### config.mk
export PLATFORM = sky130hd
export DESIGN_NAME = priority_interrupt_dispatcher
export DESIGN_NICKNAME = d
export VERILOG_FILES = /design/src/hdl/pid_pkg.sv /design/src/hdl/priority_interrupt_dispatcher.sv /design/src/hdl/pid_fifo.sv /design/src/hdl/pid_front.sv /design/src/hdl/pid_back.sv
export SDC_FILE = /design/constraint.sdc
export NUM_CORES = 1
export LEC_CHECK = 0
export BUFFER_PORTS_ARGS = -buffer_cell sky130_fd_sc_hd__buf_2
export CAP_MARGIN = 20
export CORE_MARGIN = 3
export CORE_UTILIZATION = 54
export DETAILED_ROUTE_END_ITERATION = 16
export PLACE_DENSITY = 0.76
export SYNTH_ARGS = -nofsm -noshare
export SYNTH_HDL_FRONTEND = slang
export SYNTH_SLANG_ARGS = --single-unit
### constraint.sdc
create_clock -name clk -period 7.6 [get_ports clk]
set_clock_uncertainty 0.05 [all_clocks]
set_input_delay 0.38 -clock clk [delete_from_list [all_inputs] [get_ports clk]]
set_output_delay 0.38 -clock clk [all_outputs]
set_load 0.05 [all_outputs]
### src/hdl/pid_pkg.sv
// Package for the priority interrupt dispatcher.
// Holds the payload structs, command and register codes and the sequencer state type.
// No dependencies; every other file of the block but pid_fifo imports it.
package pid_pkg;

	// Fixed field widths of the block's ports.
	localparam int SRC_W        = 2;
	localparam int MASK_W       = 4;
	localparam int PRIO_TABLE_W = 16;
	localparam int CFG_IDX_W    = 2;
	localparam int CFG_DATA_W   = 16;

	// Register indexes of the configuration port.
	localparam logic [CFG_IDX_W-1:0] REG_ENABLE   = 2'd0;
	localparam logic [CFG_IDX_W-1:0] REG_HANDLER  = 2'd1;
	localparam logic [CFG_IDX_W-1:0] REG_PRIORITY = 2'd2;

	// Queue depths, as address widths.
	localparam int JOB_ADDR_W = 1;
	localparam int RES_ADDR_W = 2;

	typedef enum logic {
		CMD_RAISE    = 1'b0,
		CMD_DISPATCH = 1'b1
	} pid_cmd_t;

	typedef struct packed {
		pid_cmd_t         cmd;
		logic [SRC_W-1:0] source_index;
	} pid_in_t;

	typedef struct packed {
		logic             found;
		logic [SRC_W-1:0] serviced_source;
		logic             handler_present;
		logic             last;
	} pid_out_t;

	// One classified command waiting between the front and the back.
	typedef struct packed {
		pid_cmd_t         kind;
		logic [SRC_W-1:0] source;
	} pid_job_t;

	typedef enum logic {
		ST_IDLE,
		ST_SERVICE
	} pid_state_t;

endpackage

### src/hdl/priority_interrupt_dispatcher.sv
// Top level of the priority interrupt dispatcher.
// Depends on pid_pkg, pid_front, pid_back and pid_fifo.
//
// Usage: both sides look like queues. An input beat (item) is taken when push is
// high and full is low. A raise sets the pending bit of the named source and gives
// no result. A dispatch services every pending, enabled source one after another,
// smallest priority value first and lower index on a tie, clearing each pending bit
// and emitting one result beat per source; the final beat carries last. With
// nothing eligible a dispatch gives a single beat with found low and last high.
// Results wait in a four-entry queue: the oldest is on result while empty is low
// and leaves when pop is high.
// Timing: a beat waits in the two-entry job queue until the idle service
// sequencer takes it. A raise is applied as it is taken; a dispatch moves the
// sequencer into its service state, where it clears one source per cycle while
// the result queue is not full, until the final beat. Each result beat is
// registered in the result queue before it shows on the ports. When the
// receiver stops popping, the result queue fills, the sequencer waits, the job
// queue fills and full rises; nothing is lost.
// Reset clears the configuration registers, the pending bits and both queues.
// The configuration port writes one register per cycle with cfg_we high; write it
// only while no dispatch is in progress.
module priority_interrupt_dispatcher
	import pid_pkg::*;
#(
	parameter int NUM_SOURCES   = 4,
	parameter int PRIORITY_BITS = 4
) (
	input  logic                  clk,
	input  logic                  arst_n,
	input  logic                  push,
	input  pid_in_t               item,
	output logic                  full,
	output logic                  empty,
	input  logic                  pop,
	output pid_out_t              result,
	input  logic                  cfg_we,
	input  logic [CFG_IDX_W-1:0]  cfg_idx,
	input  logic [CFG_DATA_W-1:0] cfg_data
);

	logic     job_valid;
	logic     job_pop;
	pid_job_t job;
	logic     res_full;
	logic     res_push;
	pid_out_t res;

	// Front end: classification and the job queue.
	pid_front #(
		.NUM_SOURCES(NUM_SOURCES)
	) u_front (
		.clk      (clk),
		.arst_n   (arst_n),
		.push     (push),
		.item     (item),
		.full     (full),
		.job_pop  (job_pop),
		.job_valid(job_valid),
		.job      (job)
	);

	// Back end: registers, pending bits and the service sequencer.
	pid_back #(
		.NUM_SOURCES  (NUM_SOURCES),
		.PRIORITY_BITS(PRIORITY_BITS)
	) u_back (
		.clk      (clk),
		.arst_n   (arst_n),
		.cfg_we   (cfg_we),
		.cfg_idx  (cfg_idx),
		.cfg_data (cfg_data),
		.job_valid(job_valid),
		.job      (job),
		.job_pop  (job_pop),
		.res_full (res_full),
		.res_push (res_push),
		.res      (res)
	);

	// The result queue decouples the sequencer from the receiver.
	pid_fifo #(
		.DATA_W($bits(pid_out_t)),
		.ADDR_W(RES_ADDR_W)
	) u_res_fifo (
		.clk    (clk),
		.arst_n (arst_n),
		.push   (res_push),
		.wr_data(res),
		.full   (res_full),
		.pop    (pop),
		.rd_data(result),
		.empty  (empty)
	);

endmodule

### src/hdl/pid_fifo.sv
// Small synchronous queue of flip-flops with a registered occupancy count.
// Depends on nothing; used for the job queue and the result queue.
module pid_fifo #(
	parameter int DATA_W = 8,
	parameter int ADDR_W = 1
) (
	input  logic              clk,
	input  logic              arst_n,
	input  logic              push,
	input  logic [DATA_W-1:0] wr_data,
	output logic              full,
	input  logic              pop,
	output logic [DATA_W-1:0] rd_data,
	output logic              empty
);

	localparam int DEPTH = 1 << ADDR_W;

	logic [DATA_W-1:0] mem_q [DEPTH];
	logic [ADDR_W-1:0] wr_ptr_q;
	logic [ADDR_W-1:0] rd_ptr_q;
	logic [ADDR_W:0]   count_q;
	logic              do_push;
	logic              do_pop;

	assign full    = (count_q == (ADDR_W + 1)'(DEPTH));
	assign empty   = (count_q == '0);
	assign do_push = push && !full;
	assign do_pop  = pop && !empty;
	assign rd_data = mem_q[rd_ptr_q];

	always_ff @(posedge clk or negedge arst_n) begin
		if (!arst_n) begin
			wr_ptr_q <= '0;
			rd_ptr_q <= '0;
			count_q  <= '0;
		end else begin
			if (do_push) begin
				wr_ptr_q <= wr_ptr_q + 1'b1;
			end
			if (do_pop) begin
				rd_ptr_q <= rd_ptr_q + 1'b1;
			end
			if (do_push && !do_pop) begin
				count_q <= count_q + 1'b1;
			end else if (do_pop && !do_push) begin
				count_q <= count_q - 1'b1;
			end
		end
	end

	always_ff @(posedge clk) begin
		if (do_push) begin
			mem_q[wr_ptr_q] <= wr_data;
		end
	end

endmodule

### src/hdl/pid_front.sv
// Front end of the dispatcher: accepts input beats, drops raises on absent sources
// and queues the rest as jobs. Depends on pid_pkg and pid_fifo.
module pid_front
	import pid_pkg::*;
#(
	parameter int NUM_SOURCES = 4
) (
	input  logic     clk,
	input  logic     arst_n,
	input  logic     push,
	input  pid_in_t  item,
	output logic     full,
	input  logic     job_pop,
	output logic     job_valid,
	output pid_job_t job
);

	pid_job_t job_in;
	logic     keep;
	logic     job_empty;

	// A raise on a source the block does not have changes nothing, so it is not queued.
	assign keep = (item.cmd == CMD_DISPATCH) || (int'(item.source_index) < NUM_SOURCES);

	assign job_in.kind   = item.cmd;
	assign job_in.source = item.source_index;

	pid_fifo #(
		.DATA_W($bits(pid_job_t)),
		.ADDR_W(JOB_ADDR_W)
	) u_job_fifo (
		.clk    (clk),
		.arst_n (arst_n),
		.push   (push && keep),
		.wr_data(job_in),
		.full   (full),
		.pop    (job_pop),
		.rd_data(job),
		.empty  (job_empty)
	);

	assign job_valid = !job_empty;

endmodule

### src/hdl/pid_back.sv
// Back end of the dispatcher: configuration registers, pending bits and the service
// sequencer with its priority selection tree. Depends on pid_pkg.
module pid_back
	import pid_pkg::*;
#(
	parameter int NUM_SOURCES   = 4,
	parameter int PRIORITY_BITS = 4
) (
	input  logic                  clk,
	input  logic                  arst_n,
	input  logic                  cfg_we,
	input  logic [CFG_IDX_W-1:0]  cfg_idx,
	input  logic [CFG_DATA_W-1:0] cfg_data,
	input  logic                  job_valid,
	input  pid_job_t              job,
	output logic                  job_pop,
	input  logic                  res_full,
	output logic                  res_push,
	output pid_out_t              res
);

	localparam int SEL_W  = $clog2(NUM_SOURCES);
	localparam int LEAVES = 1 << SEL_W;
	localparam int PAD_W  = (LEAVES * PRIORITY_BITS > PRIO_TABLE_W) ?
		LEAVES * PRIORITY_BITS : PRIO_TABLE_W;

	pid_state_t              state_q, state_d;
	logic [NUM_SOURCES-1:0]  enable_q, handler_q, pending_q, pending_d;
	logic [PRIO_TABLE_W-1:0] prio_q;
	logic [NUM_SOURCES-1:0]  elig, best_hot, raise_hot, remaining;
	logic [LEAVES-1:0]       elig_pad;
	logic [PAD_W-1:0]        prio_flat;
	logic                    node_have [1:2*LEAVES-1];
	logic [SEL_W-1:0]        node_idx  [1:2*LEAVES-1];
	logic [PRIORITY_BITS-1:0] node_pri [1:2*LEAVES-1];
	logic                    left_wins;

	// Configuration registers; mask bits past the last source are dropped.
	always_ff @(posedge clk or negedge arst_n) begin
		if (!arst_n) begin
			enable_q  <= '0;
			handler_q <= '0;
			prio_q    <= '0;
		end else if (cfg_we) begin
			case (cfg_idx)
				REG_ENABLE:   enable_q  <= NUM_SOURCES'(cfg_data[MASK_W-1:0]);
				REG_HANDLER:  handler_q <= NUM_SOURCES'(cfg_data[MASK_W-1:0]);
				REG_PRIORITY: prio_q    <= cfg_data[PRIO_TABLE_W-1:0];
				default: ;
			endcase
		end
	end

	// Selection tree: smallest priority wins, the left (lower index) child on a tie.
	always_comb begin
		elig      = pending_q & enable_q;
		elig_pad  = LEAVES'(elig);
		prio_flat = PAD_W'(prio_q);
		left_wins = 1'b0;
		for (int n = 0; n < LEAVES; n++) begin
			node_have[LEAVES+n] = elig_pad[n];
			node_idx[LEAVES+n]  = SEL_W'(n);
			node_pri[LEAVES+n]  = prio_flat[n*PRIORITY_BITS +: PRIORITY_BITS];
		end
		for (int n = LEAVES - 1; n >= 1; n--) begin
			left_wins = node_have[2*n] &&
				(!node_have[2*n+1] || (node_pri[2*n] <= node_pri[2*n+1]));
			node_have[n] = node_have[2*n] || node_have[2*n+1];
			node_idx[n]  = left_wins ? node_idx[2*n] : node_idx[2*n+1];
			node_pri[n]  = left_wins ? node_pri[2*n] : node_pri[2*n+1];
		end
		for (int i = 0; i < NUM_SOURCES; i++) begin
			best_hot[i]  = node_have[1] && (node_idx[1] == SEL_W'(i));
			raise_hot[i] = (int'(job.source) == i);
		end
		remaining = elig & ~best_hot;
	end

	always_ff @(posedge clk or negedge arst_n) begin
		if (!arst_n) begin
			state_q   <= ST_IDLE;
			pending_q <= '0;
		end else begin
			state_q   <= state_d;
			pending_q <= pending_d;
		end
	end

	always_comb begin
		state_d   = state_q;
		pending_d = pending_q;
		job_pop   = 1'b0;
		res_push  = 1'b0;
		res       = '0;
		case (state_q)
			ST_IDLE: begin
				job_pop = job_valid;
				if (job_valid) begin
					if (job.kind == CMD_RAISE) begin
						pending_d = pending_q | raise_hot;
					end else begin
						state_d = ST_SERVICE;
					end
				end
			end
			ST_SERVICE: begin
				if (!res_full) begin
					res_push = 1'b1;
					if (node_have[1]) begin
						res.found           = 1'b1;
						res.serviced_source = SRC_W'(node_idx[1]);
						res.handler_present = |(handler_q & best_hot);
						res.last            = (remaining == '0);
						pending_d           = pending_q & ~best_hot;
						if (remaining == '0) begin
							state_d = ST_IDLE;
						end
					end else begin
						res.last = 1'b1;
						state_d  = ST_IDLE;
					end
				end
			end
			default: state_d = ST_IDLE;
		endcase
	end

endmodule

Word level (Yosys, flattened, before mapping). Memories as Yosys holds them, arrays and structs flattened. Cells that the tools add are included.

RAM bits: 26. Register bits after elaboration: 40. Input bits: 26. Memories: 2.

Memory list: u_res_fifo.mem_q (words 4, bits a word 5, read ports 1, clocked after memory_dff 0, write ports 1, line pid_fifo.sv:19) `logic [DATA_W-1:0] mem_q [DEPTH];`; u_front.u_job_fifo.mem_q (words 2, bits a word 3, read ports 1, clocked after memory_dff 0, write ports 1, line pid_fifo.sv:19).

Add/subtract/negate cells: 8. Reduce and logical (&&, ||, !) cells: 45. Eq/ne operators: 14. Bitwise logic cells: 7. Muxes and demuxes: 31. $lt $le $gt $ge: 3.

Operators by type and width (number): $mux W4 (7); $and A4 B4 Y4 (4); $logic_and A1 B1 Y1 (15); $mux W1 (15); $eq A2 B2 Y1 const B (6); $le A4 B4 Y1 (3); $logic_not A1 Y1 (11); $mux W5 (2); $logic_not A2 Y1 (4); $ne A2 B2 Y1 const B (4); $pmux W4 S2 (1); $add A2 B1 Y2 const B (3); $eq A2 B1 Y1 const B (3); $logic_or A1 B1 Y1 (6); $mux W2 (3); $mux W3 (2); $reduce_and A2 Y1 (3); $logic_not A4 Y1 (1); $not A4 Y4 (1); $or A4 B4 Y4 (1); $reduce_and A4 Y1 (1); $reduce_bool A2 Y1 (2); $reduce_or A4 Y1 (1); $add A3 B1 Y3 const B (1); other kinds (7) (8).

Logic depth before layout (Yosys ltp). Gate-level depths: netlist of run 1.

Depth after elaboration: 18. Mapped depth: 14.

Cells and area by module. From an unflattened synthesis of run 1, not the netlist that was laid out.

Cell total of the unflattened synthesis: 242. Area, all modules: 3274.4 µm².

By module, submodules not included: pid_back (instances 1, seq. area each 725.7 µm², cells an instance 151, area each 1699.1 µm²); pid_fifo at u_res_fifo (instances 1, seq. area each 775.7 µm², cells an instance 62, area each 1161.1 µm²); pid_fifo at u_front.u_job_fifo (instances 1, seq. area each 280.3 µm², cells an instance 28, area each 410.4 µm²); pid_front (instances 1, seq. area each 0.0 µm², cells an instance 1, area each 3.8 µm²).

Least setup slack after synthesis of run 1. Ideal clock, no wire load.

Path kind: register to register. From: register u_res_fifo.count_q[0]. To: register u_res_fifo.count_q[2]. Cell stages (with the launch flop): 9. Setup time: 79 ps. Arrival: 2894 ps. Path slack: 4577 ps. Cells stage by stage: dfrtp_1 > nor3_1 > nand2b_1 > ha_1 > inv_1 > fa_1 > xor2_1 > nor2_1 > xor2_1.

RTL lines: start: declaration (line pid_fifo.sv:22) `logic [ADDR_W:0] count_q;`; start signal: assignment (line pid_fifo.sv:45) `count_q <= count_q + 1'b1;`; start signal: assignment (line pid_fifo.sv:47) `count_q <= count_q - 1'b1;`; $logic_not A3 Y1 * (line pid_fifo.sv:27) `assign empty = (count_q == '0);`; net empty (line priority_interrupt_dispatcher.sv:33) `output logic empty,`; $logic_not A1 Y1 * (line pid_fifo.sv:29) `assign do_pop = pop && !empty;`; $logic_and A1 B1 Y1 * (line pid_fifo.sv:29); $logic_not A1 Y1 (line pid_fifo.sv:44) `if (do_push && !do_pop) begin`; $logic_and A1 B1 Y1 (line pid_fifo.sv:44); $mux W3 / $reduce_bool A2 Y1 (equally long branches).

The timed path passes the listed nets; every way through them passes the cells marked *. The select of a mux whose other input is x is not followed. A chain may end at the register's enable or synchronous reset.

==> results of run 1 <==
[flip-flops by register name, indices dropped and copies added (netlist names)]
register	cells
u_res_fifo.rd_ptr_q	2
u_res_fifo.count_q	3
u_back.enable_q	4
u_front.u_job_fifo.wr_ptr_q	1
u_front.u_job_fifo.rd_ptr_q	1
u_back.state_q	1
u_back.pending_q	4
u_res_fifo.mem_q	20
u_back.handler_q	4
u_back.prio_flat	16
u_res_fifo.wr_ptr_q	2
u_front.u_job_fifo.mem_q	6
u_front.u_job_fifo.count_q	2
[layer usage]
| metal | share of wire (%) | wire (um) | vias up |
|---|---|---|---|
| met2 | 47 | 2600 | 45 |
| li1 | - | - | 951 |
| met1 | 47 | 2570 | 942 |
| met4 | 1.4 | 76 | 0 |
| met3 | 4.2 | 233 | 8 |
| met5 | 0 | 0 | - |
[layout make-up]
cell class	count	area (sq um)	share of cell area, %
Multi-Input combinational cell	153	1360	37.7
Sequential cell	66	1780	49.3
Inverter	16	60.1	1.66
Clock buffer	16	160	4.43
Timing Repair Buffer	32	160	4.43
Tap cell	72	90.1	2.49
[where the power goes]
| part | switching [W] | internal, W | leakage, nW |
|---|---|---|---|
| clock network | 0.000117 | 0.000128 | 0.0790 |
| logic | 0.000358 | 0.000264 | 0.773 |
| registers | 0.0000898 | 0.000507 | 0.711 |
| total | 0.000565 | 0.000900 | 1.56 |
[worst reg2reg max path: stages, from the launching register on]
cell and delay (ns):
dfrtp_1 0.40, ha_1 0.30, o21ai_0 0.16, a21oi_1 0.06
o22ai_1 0.75, nand2_1 0.11, o21ai_1 0.13, ha_1 0.27
nor2b_4 0.14, o31ai_4 0.20, nand2b_1 0.10, a311o_1 0.38
o22ai_1 0.32
[kinds of logic (layout without fill, tap and decap cells)]
logic type                 count (synthesis)  in the layout
muxes                                     40             40
xor gates and xnor gates                  11             11
adders and majority gates                 19             19
AOI/OAI and AO/OA                         32             32
DFF                                       66             66
buffers and inverters                     22             64
and+or+nand+nor                           51             51
[cells in the final DEF (no fill, tap or decap), types with 6 or more instances in the layout]
cell type	count
buf_2	32
clkbuf_1	6
clkbuf_8	10
dfrtp_1	40
edfxtp_1	26
ha_1	18
inv_1	15
mux2_1	26
mux2i_1	8
nand2_1	12
nand2b_1	7
nor2_1	13
o21ai_1	7
xnor2_1	7
[final timing paths]
kind,to,slack (ns),cells past startpoint
hold reg to reg,u_back.prio_flat[6],0.44,1
setup / recovery,u_res_fifo.mem_q[3][1],4.03,12
setup reg to reg,u_res_fifo.mem_q[3][1],4.03,12
hold / removal,u_back.prio_flat[8],0.11,1
min in group clk,u_front.u_job_fifo.mem_q[1][0],0.19,1
max in group asynchronous,u_res_fifo.count_q[0],6.82,1
[through the flow]
stage	util, %	total power [W]	hold WS (ns)	std cells
2_1_floorplan	-	0.00109	0.0344	241
3_3_place_gp	61.2	0.00120	0.427	339
3_5_place_dp	61.2	0.00123	0.432	339
4_1_cts	64.0	0.00148	0.153	355
5_1_grt	64.0	0.00158	0.185	355
6_report	64.0	0.00146	0.113	355
==> metrics.cfg, run 1 <==
[timing]
layout_setup_ws_ns=4.03
slew_viol_final=0
rsz0062_at_grt=no
period_needed_ns=3.57
tightest_slew_ns=0.967
setup_viol=0
hold_viol=0
tns_ns=0
relSlewSlack_pct=35.5
post-route-period-util_pct=47.0
fmax_mhz=280

[clocking]
cts_sinks=66
clockRootBuffer=clkbuf_8
clkTransAtPathRegs_ns=0.07
clock_latency_ns=0.33
postCtsSetupBuffers=0
htreeDepth=3
cts_buffers=9
cts_resized=0
cts_max_path_buffers=2
ctsHoldBuffers=0
cts_tree=yes

[floorplan]
start_util_pct=57.2
die_h_um=83.3
ios=33
die-area_sq_um=6940
core_area_sq_um=5640
rows=27
die_w_um=83.3

[global_route]
grt_pass1_vias=2080
antenna_found_initial=0
grtUsageMet2_pct=27.6
grt_max_degree=41
grt_overflow_total=0
grt_usage_pct=17.6
busiest_layer=met2
grt_pass1_wl_um=9690
grt_util_met1_pct=23.4
use_met3_pct=3.17

[finish]
drive_gt1_share_pct=19.1
fin_nets=323
diodes=0
final_area_sq_um=3610
nFillCells=443
syn_to_final_growth_pct=11.9

[yosys]
synth_mux_area_share_pct=15.4
synth_top_area_share_pct=31.0
synth_simple_gate_area_share_pct=8.30
yosysUniqueCellTypes=45
synth_adder_area_share_pct=7.60
synth_edf_count=26
syn_nets=286
synth-seq-area-share_pct=55.2
yosys.area.top_type=dfrtp_1
synth_top_family_by_area=multiplexers
syn_area_per_cell_sq_um=13.4
yosysMostFrequentCell=dfrtp_1
synth_compound_area_share_pct=7.87
synthXorXnorAreaFrac_pct=2.99
yosys_warnings=0
synth_common_cells=dfrtp_1 (40), edfxtp_1 (26), mux2_1 (26)
syn_area_sq_um=3230
ys_async_sr_fraction_pct=60.6
synth_ff_type=dfrtp_1
synthCells=241
synth_area_leaders=dfrtp_1 (31%), edfxtp_1 (24%), mux2_1 (9.1%)
ys_ff_latch=66

[placed_design]
place_area_sq_um=3450
dpl_worst_slack_ns=4.08
port_buffers=32
gp_congestion=0.812
dp_hpwl_um=4150

[run_status]
status=complete, no violations

[worst_setup_path]
slowest_stage=o22ai_1
path_delay_family=compound AO/OA/AOI/OAI gates
crit_chain=ha_1, o21ai_0, a21oi_1, o22ai_1, nand2_1, o21ai_1, ha_1, nor2b_4, o31ai_4, nand2b_1, a311o_1, o22ai_1
end_kind=register
cp_num_buf_inv=0
crit_start=u_back.prio_flat[2]
worstPathArrival_ns=3.64
crit_fanout=11
cp_slowest_stage_delay_ns=0.75
start_kind=register
crit_type=register to register
reg2reg_from=u_back.prio_flat[2]
cp.required_ns=7.67

[route]
vias=1946
via_per_inst=5.48
drt_iter0_drc=132
ant_nets=0
firstDrtPassIters=4
wl_um=5490
wl_per_cell_um=15.5
drc=0

[power_and_ir_drop]
power_density_nw_per_um2=405
p_leak_nw=1.56
max-vdd-ir-drop_v=0.000190

[hold_path]
min_path_type=primary input to asynchronous set/reset pin

[job]
cap_violations=0

Note: power is estimated with default switching activity, not from simulation.
==> inputs of run 2 (changes only) <==
==> constraint.sdc (replaced) <==
create_clock -name clk -period 3.4 [get_ports clk]
set_clock_uncertainty 0.05 [all_clocks]
set_input_delay 0.17 -clock clk [delete_from_list [all_inputs] [get_ports clk]]
set_output_delay 0.17 -clock clk [all_outputs]
set_load 0.05 [all_outputs]
==> metrics.cfg, run 2 (synthesis gave the netlist of run 1 again) <==
[job]
cap_violations=0  ; unchanged

[timing]
rsz0062_at_grt=no  ; unchanged
tightest_slew_ns=0.869  ; was 0.967 ns
layout_setup_ws_ns=0.197  ; was 4.03 ns
relSlewSlack_pct=42.0  ; was 35.5%
slew_viol_final=0  ; unchanged
hold_viol=0  ; unchanged
fmax_mhz=312  ; was 280 MHz
period_needed_ns=3.20  ; was 3.57 ns
setup_viol=0  ; unchanged
post-route-period-util_pct=94.2  ; was 47.0%
tns_ns=0  ; unchanged

[power_and_ir_drop]
power_switching_w=0.00130  ; was 0.000565 W
p_comb_share_pct=39.6  ; was 42.5%
power.internal_w=0.00230  ; was 0.000900 W
p_leak_nw=1.67  ; was 1.56 nW
switching_share_pct=36.0  ; was 38.6%
power_density_nw_per_um2=939  ; was 405 nW/um^2
max-vdd-ir-drop_v=0.000508  ; was 0.000190 V
clkPwrFrac_pct=23.3  ; was 16.8%
pwr-share-seq_pct=37.1  ; was 40.8%

[route]
via_per_inst=5.43  ; was 5.48
ant_nets=0  ; unchanged
drc=0  ; unchanged
wl_per_cell_um=15.6  ; was 15.5 um
vias=1997  ; was 1946
wl_um=5740  ; was 5490 um
firstDrtPassIters=4  ; unchanged
drt_iter0_drc=108  ; was 132

[worst_setup_path]
crit_type=register to register  ; unchanged
crit_start=u_back.prio_flat[14]  ; was u_back.prio_flat[2]
crit_chain=inv_1, ha_1, o21ai_1, a21oi_1, o31ai_4, mux2i_1, ha_1, nor2b_4, o31ai_4, nand2b_1, a311o_1, o22ai_1  ; was ha_1, o21ai_0, a21oi_1, o22ai_1, nand2_1, o21ai_1, ha_1, nor2b_4, o31ai_4, nand2b_1, a311o_1, o22ai_1
cp.required_ns=3.50  ; was 7.67 ns
slowest_stage=o31ai_4  ; was o22ai_1
cp_slowest_stage_delay_ns=0.41  ; was 0.75 ns
crit_fanout=7  ; was 11
end_kind=register  ; unchanged
start_kind=register  ; unchanged
reg2reg_from=u_back.prio_flat[14]  ; was u_back.prio_flat[2]
worstPathArrival_ns=3.30  ; was 3.64 ns

[finish]
mostFrequentLayoutCell=dfrtp_1  ; unchanged
seq_area_sq_um=1780  ; unchanged
diodes=0  ; unchanged
largest_register_ffs=20  ; unchanged
fin_nets=336  ; was 323
nFillCells=413  ; was 443
layout_common_cells=dfrtp_1 (40), buf_2 (32), mux2_1 (26), edfxtp_1 (26), ha_1 (18)  ; unchanged
drive_gt1_share_pct=19.9  ; was 19.1%
syn_to_final_growth_pct=18.8  ; was 11.9%
regMostFlops=u_res_fifo.mem_q  ; unchanged
multiInputGateArea_sq_um=1360  ; unchanged

[run_status]
status=complete, no violations  ; unchanged

[floorplan]
rows=27  ; unchanged
die_w_um=83.3  ; unchanged
core_area_sq_um=5640  ; unchanged
ios=33  ; unchanged
die-area_sq_um=6940  ; unchanged
die_h_um=83.3  ; unchanged
start_util_pct=57.2  ; unchanged

[clocking]
clock_latency_ns=0.34  ; was 0.33 ns
clkTransAtPathRegs_ns=0.07  ; about the same
cts_tree=yes  ; unchanged
htreeDepth=3  ; unchanged
cts_sinks=66  ; unchanged
clockRootBuffer=clkbuf_8  ; unchanged
cts_buffers=9  ; unchanged
cts_max_path_buffers=2  ; unchanged

[global_route]
grt_max_degree=41  ; unchanged
grt_pass1_vias=1994  ; was 2080
grt_pass1_wl_um=9850  ; was 9690 um
grt_usage_pct=18.3  ; was 17.6%
antenna_found_initial=0  ; unchanged
grt_overflow_total=0  ; unchanged

[placed_design]
port_buffers=32  ; unchanged
gp_congestion=0.818  ; was 0.812
dpl_worst_slack_ns=0.185  ; was 4.08 ns
dp_hpwl_um=4200  ; was 4150 um

[hold_path]
hold_start=cfg_data[13]
min_path_type=primary input to register  ; was primary input to asynchronous set/reset pin

==> run 2: cell count changes in the layout (fill, tap and decap cells not counted) <==
cell           change
dlygate4sd3_1     +11
clkbuf_1           -6
bufinv_16          +4
clkinv_1           +3
buf_4              +2
clkbuf_8           -1
==> run 2: metrics by stage <==
step                util (%)  power [W]  cells  instance area (sq um)  hold WS, ns
finish                  67.9    0.00360    368                   3830       0.0104
global route            67.9    0.00384    368                   3830      0.00529
detailed placement      61.5    0.00277    341                   3470        0.293
floorplan                  -    0.00245    241                   3230       -0.176
CTS                     67.8    0.00363    367                   3820      0.00144
global placement        61.5    0.00271    341                   3470        0.290
==> run 2: worst max-delay path, delay by kind of cell, from the launching register on <==
kind                       cells  cell delay (ns)
AOI/OAI and AO/OA              6             1.47
adders and majority gates      2             0.57
DFF                            1             0.37
muxes                          1             0.28
and+or+nand+nor                2             0.22
buffers and inverters          1             0.05
==> run 2: cell type report <==
class | count | share of cell area (%)
flip-flops and latches | 66 | 46.5
multi-input cells | 153 | 35.5
repair buffers | 45 | 7.44
clock inverters | 7 | 3.43
clock buffers | 9 | 3.23
well taps | 72 | 2.35
inverters | 16 | 1.57
==> run 2: worst paths after layout <==
check / cells past startpoint / slack, ns / to
setup reg to reg: 12 / 0.20 / u_res_fifo.mem_q[0][1]
max in group asynchronous: 2 / 2.32 / u_back.enable_q[3]
hold / removal: 2 / 0.01 / u_back.prio_flat[13]
min in group asynchronous: 2 / 0.43 / u_back.prio_flat[8]
hold reg to reg: 1 / 0.44 / u_res_fifo.count_q[2]
setup / recovery: 12 / 0.20 / u_res_fifo.mem_q[0][1]
==> run 2: per-layer routing <==
metal / share of wire (%) / vias up / routed length, um / GRT usage, %
met3: 5.0 / 8 / 287 / 5.65
li1: - / 977 / - / -
met1: 45 / 964 / 2600 / 23.7
met5: 0 / - / 0 / 0
met2: 48 / 48 / 2750 / 28.7
met4: 1.8 / 0 / 101 / 7.28
==> run 2: repair_timing <==
item                      CTS  global route
hold buffers               10             1
buffers inserted            0             0
hold endpoints to repair   52             1
resized for setup           0             0
==> run 2: power groups by stage <==
stage | logic [W] | clock network, W | registers [W]
floorplan | 0.00119 | 0 | 0.00125
global placement | 0.00138 | 0 | 0.00133
detailed placement | 0.00142 | 0 | 0.00135
CTS | 0.00144 | 0.000855 | 0.00134
global route | 0.00157 | 0.000898 | 0.00137
finish | 0.00143 | 0.000840 | 0.00133
==> inputs of run 3 (changes only) <==
--- a/config.mk
+++ b/config.mk
@@ -11,6 +11,7 @@
 export CORE_UTILIZATION = 54
 export DETAILED_ROUTE_END_ITERATION = 16
 export PLACE_DENSITY = 0.76
+export RECOVER_POWER = 100
 export SYNTH_ARGS = -nofsm -noshare
 export SYNTH_HDL_FRONTEND = slang
 export SYNTH_SLANG_ARGS = --single-unit
==> metrics.cfg, run 3 (synthesis gave the netlist of run 1 again) <==
[run_status]
status=complete, but fails checks  ; was complete, no violations
violations=capacitance limit, slew limit

[finish]
regMostFlops=u_res_fifo.mem_q  ; unchanged
diodes=0  ; unchanged
layout_common_cells=dfrtp_1 (40), mux2_1 (26), edfxtp_1 (26), buf_2 (19), ha_1 (18)  ; was dfrtp_1 (40), buf_2 (32), mux2_1 (26), edfxtp_1 (26), ha_1 (18)
syn_to_final_growth_pct=18.3  ; was 18.8%
fin_cells=368  ; unchanged
drive_gt1_share_pct=15.2  ; was 19.9%
fin_nets=336  ; unchanged
largest_register_ffs=20  ; unchanged
nFillCells=419  ; was 413
mostFrequentLayoutCell=dfrtp_1  ; unchanged

[timing]
hold_viol=0  ; unchanged
slew_viol_final=41  ; was 0
relSlewSlack_pct=-41.0  ; was 42.0%
tightest_slew_ns=2.11  ; was 0.869 ns
post-route-period-util_pct=94.2  ; about the same
hold_slack_ns=0.0111  ; was 0.0104 ns
setup_viol=0  ; unchanged
tns_ns=0  ; unchanged
fmax_mhz=312  ; about the same
period_needed_ns=3.20  ; about the same
layout_setup_ws_ns=0.196  ; was 0.197 ns
rsz0062_at_grt=no  ; unchanged

[clocking]
cts_sinks=66  ; unchanged
clockRootBuffer=clkbuf_8  ; unchanged
cts_resized=0  ; unchanged
cts_max_path_buffers=2  ; unchanged
cts_tree=yes  ; unchanged
htreeDepth=3  ; unchanged
postCtsSetupBuffers=0  ; unchanged
ctsHoldBuffers=10  ; unchanged
clock_latency_ns=0.34  ; about the same
clkTransAtPathRegs_ns=0.07  ; about the same
cts_buffers=9  ; unchanged

[worst_setup_path]
end_kind=register  ; unchanged
slowest_stage=o31ai_4  ; unchanged
crit_type=register to register  ; unchanged
start_kind=register  ; unchanged
crit_start=u_back.prio_flat[14]  ; unchanged
crit_fanout=7  ; unchanged
cp.required_ns=3.50  ; about the same
cp_slowest_stage_delay_ns=0.41  ; about the same
worstPathArrival_ns=3.30  ; about the same
reg2reg_to=u_res_fifo.mem_q[0][1]  ; unchanged
r2r_setup_slack_ns=0.20  ; about the same
crit_chain=inv_1, ha_1, o21ai_1, a21oi_1, o31ai_4, mux2i_1, ha_1, nor2b_4, o31ai_4, nand2b_1, a311o_1, o22ai_1  ; unchanged
reg2reg_depth=12  ; unchanged
reg2reg_from=u_back.prio_flat[14]  ; unchanged

[placed_design]
port_buffers=32  ; unchanged
place_inst=341  ; unchanged
dp_hpwl_um=4200  ; unchanged
dpl_worst_slack_ns=0.185  ; unchanged
gp_congestion=0.818  ; unchanged

[route]
ant_nets=0  ; unchanged
wl_um=5740  ; about the same
vias=1989  ; was 1997
drc=0  ; unchanged
drt_iter0_drc=111  ; was 108
via_per_inst=5.40  ; was 5.43
wl_per_cell_um=15.6  ; about the same
firstDrtPassIters=4  ; unchanged

[hold_path]
worst_hold_path.endpoint=u_back.prio_flat[11]  ; was u_back.prio_flat[13]
hold_path_depth=2  ; unchanged
hold_start=cfg_data[11]  ; was cfg_data[13]
min_path_type=primary input to register  ; unchanged

[global_route]
antenna_found_initial=0  ; unchanged
grt_overflow_total=0  ; unchanged
grt_usage_pct=18.3  ; unchanged
grt_pass1_wl_um=9850  ; unchanged
grt_pass1_vias=1994  ; unchanged
grt_max_degree=41  ; unchanged

[floorplan]
start_util_pct=57.2  ; unchanged
core_area_sq_um=5640  ; unchanged
die_w_um=83.3  ; unchanged
die-area_sq_um=6940  ; unchanged
die_h_um=83.3  ; unchanged
rows=27  ; unchanged
ios=33  ; unchanged

[job]
cap_violations=1  ; was 0

[power_and_ir_drop]
max-vdd-ir-drop_v=0.000496  ; was 0.000508 V
p_leak_nw=1.63  ; was 1.67 nW
power_density_nw_per_um2=937  ; was 939 nW/um^2

-- run 3: layout make-up --
type | instances | area [sq um] | share of cell area (%)
clock inverter | 7 | 131 | 3.44
tap | 72 | 90.1 | 2.36
sequential | 66 | 1780 | 46.7
clock buffer | 9 | 124 | 3.25
timing repair buffer | 45 | 269 | 7.05
inverter | 16 | 60.1 | 1.57
multi-input combinational | 153 | 1360 | 35.6
-- run 3: power breakdown --
part           internal [W]  switching, W  total (W)
registers           0.00113      0.000200    0.00133
logic              0.000598      0.000807    0.00140
clock network      0.000554      0.000286   0.000839
-- run 3: per-stage QoR --
stage | area, sq um | power [W] | util (%)
2_1_floorplan | 3230 | 0.00245 | -
3_3_place_gp | 3470 | 0.00271 | 61.5
3_5_place_dp | 3470 | 0.00277 | 61.5
4_1_cts | 3820 | 0.00363 | 67.8
5_1_grt | 3820 | 0.00382 | 67.6
6_report | 3820 | 0.00358 | 67.6
-- run 3: worst max path at each step --
| stage | slack, ns | depth (start not counted) | end |
|---|---|---|---|
| after floorplan | 0.38 | 8 | u_res_fifo.count_q[2] |
| after global placement | 0.23 | 12 | u_back.pending_q[0] |
| after detailed placement | 0.18 | 12 | u_back.pending_q[0] |
| after CTS | 0.18 | 12 | u_res_fifo.mem_q[3][1] |
| after global routing | 0.005 | 12 | u_res_fifo.mem_q[3][1] |
| final | 0.20 | 12 | u_res_fifo.mem_q[0][1] |
-- run 3: per-layer routing --
layer	track usage, %	vias to the layer above	part of all wire (%)
met3	5.65	8	5.5
met4	7.28	0	1.8
met5	0	-	0
met2	28.7	49	48
met1	23.7	957	45
li1	-	975	-
-- run 3: critical path: cells and delay by family (launching register included) --
kind	cells	cell delay, ns
flops	1	0.37
simple gates	2	0.22
fa+ha+maj	2	0.57
buf+inv	1	0.05
mux	1	0.28
compound gates	6	1.47
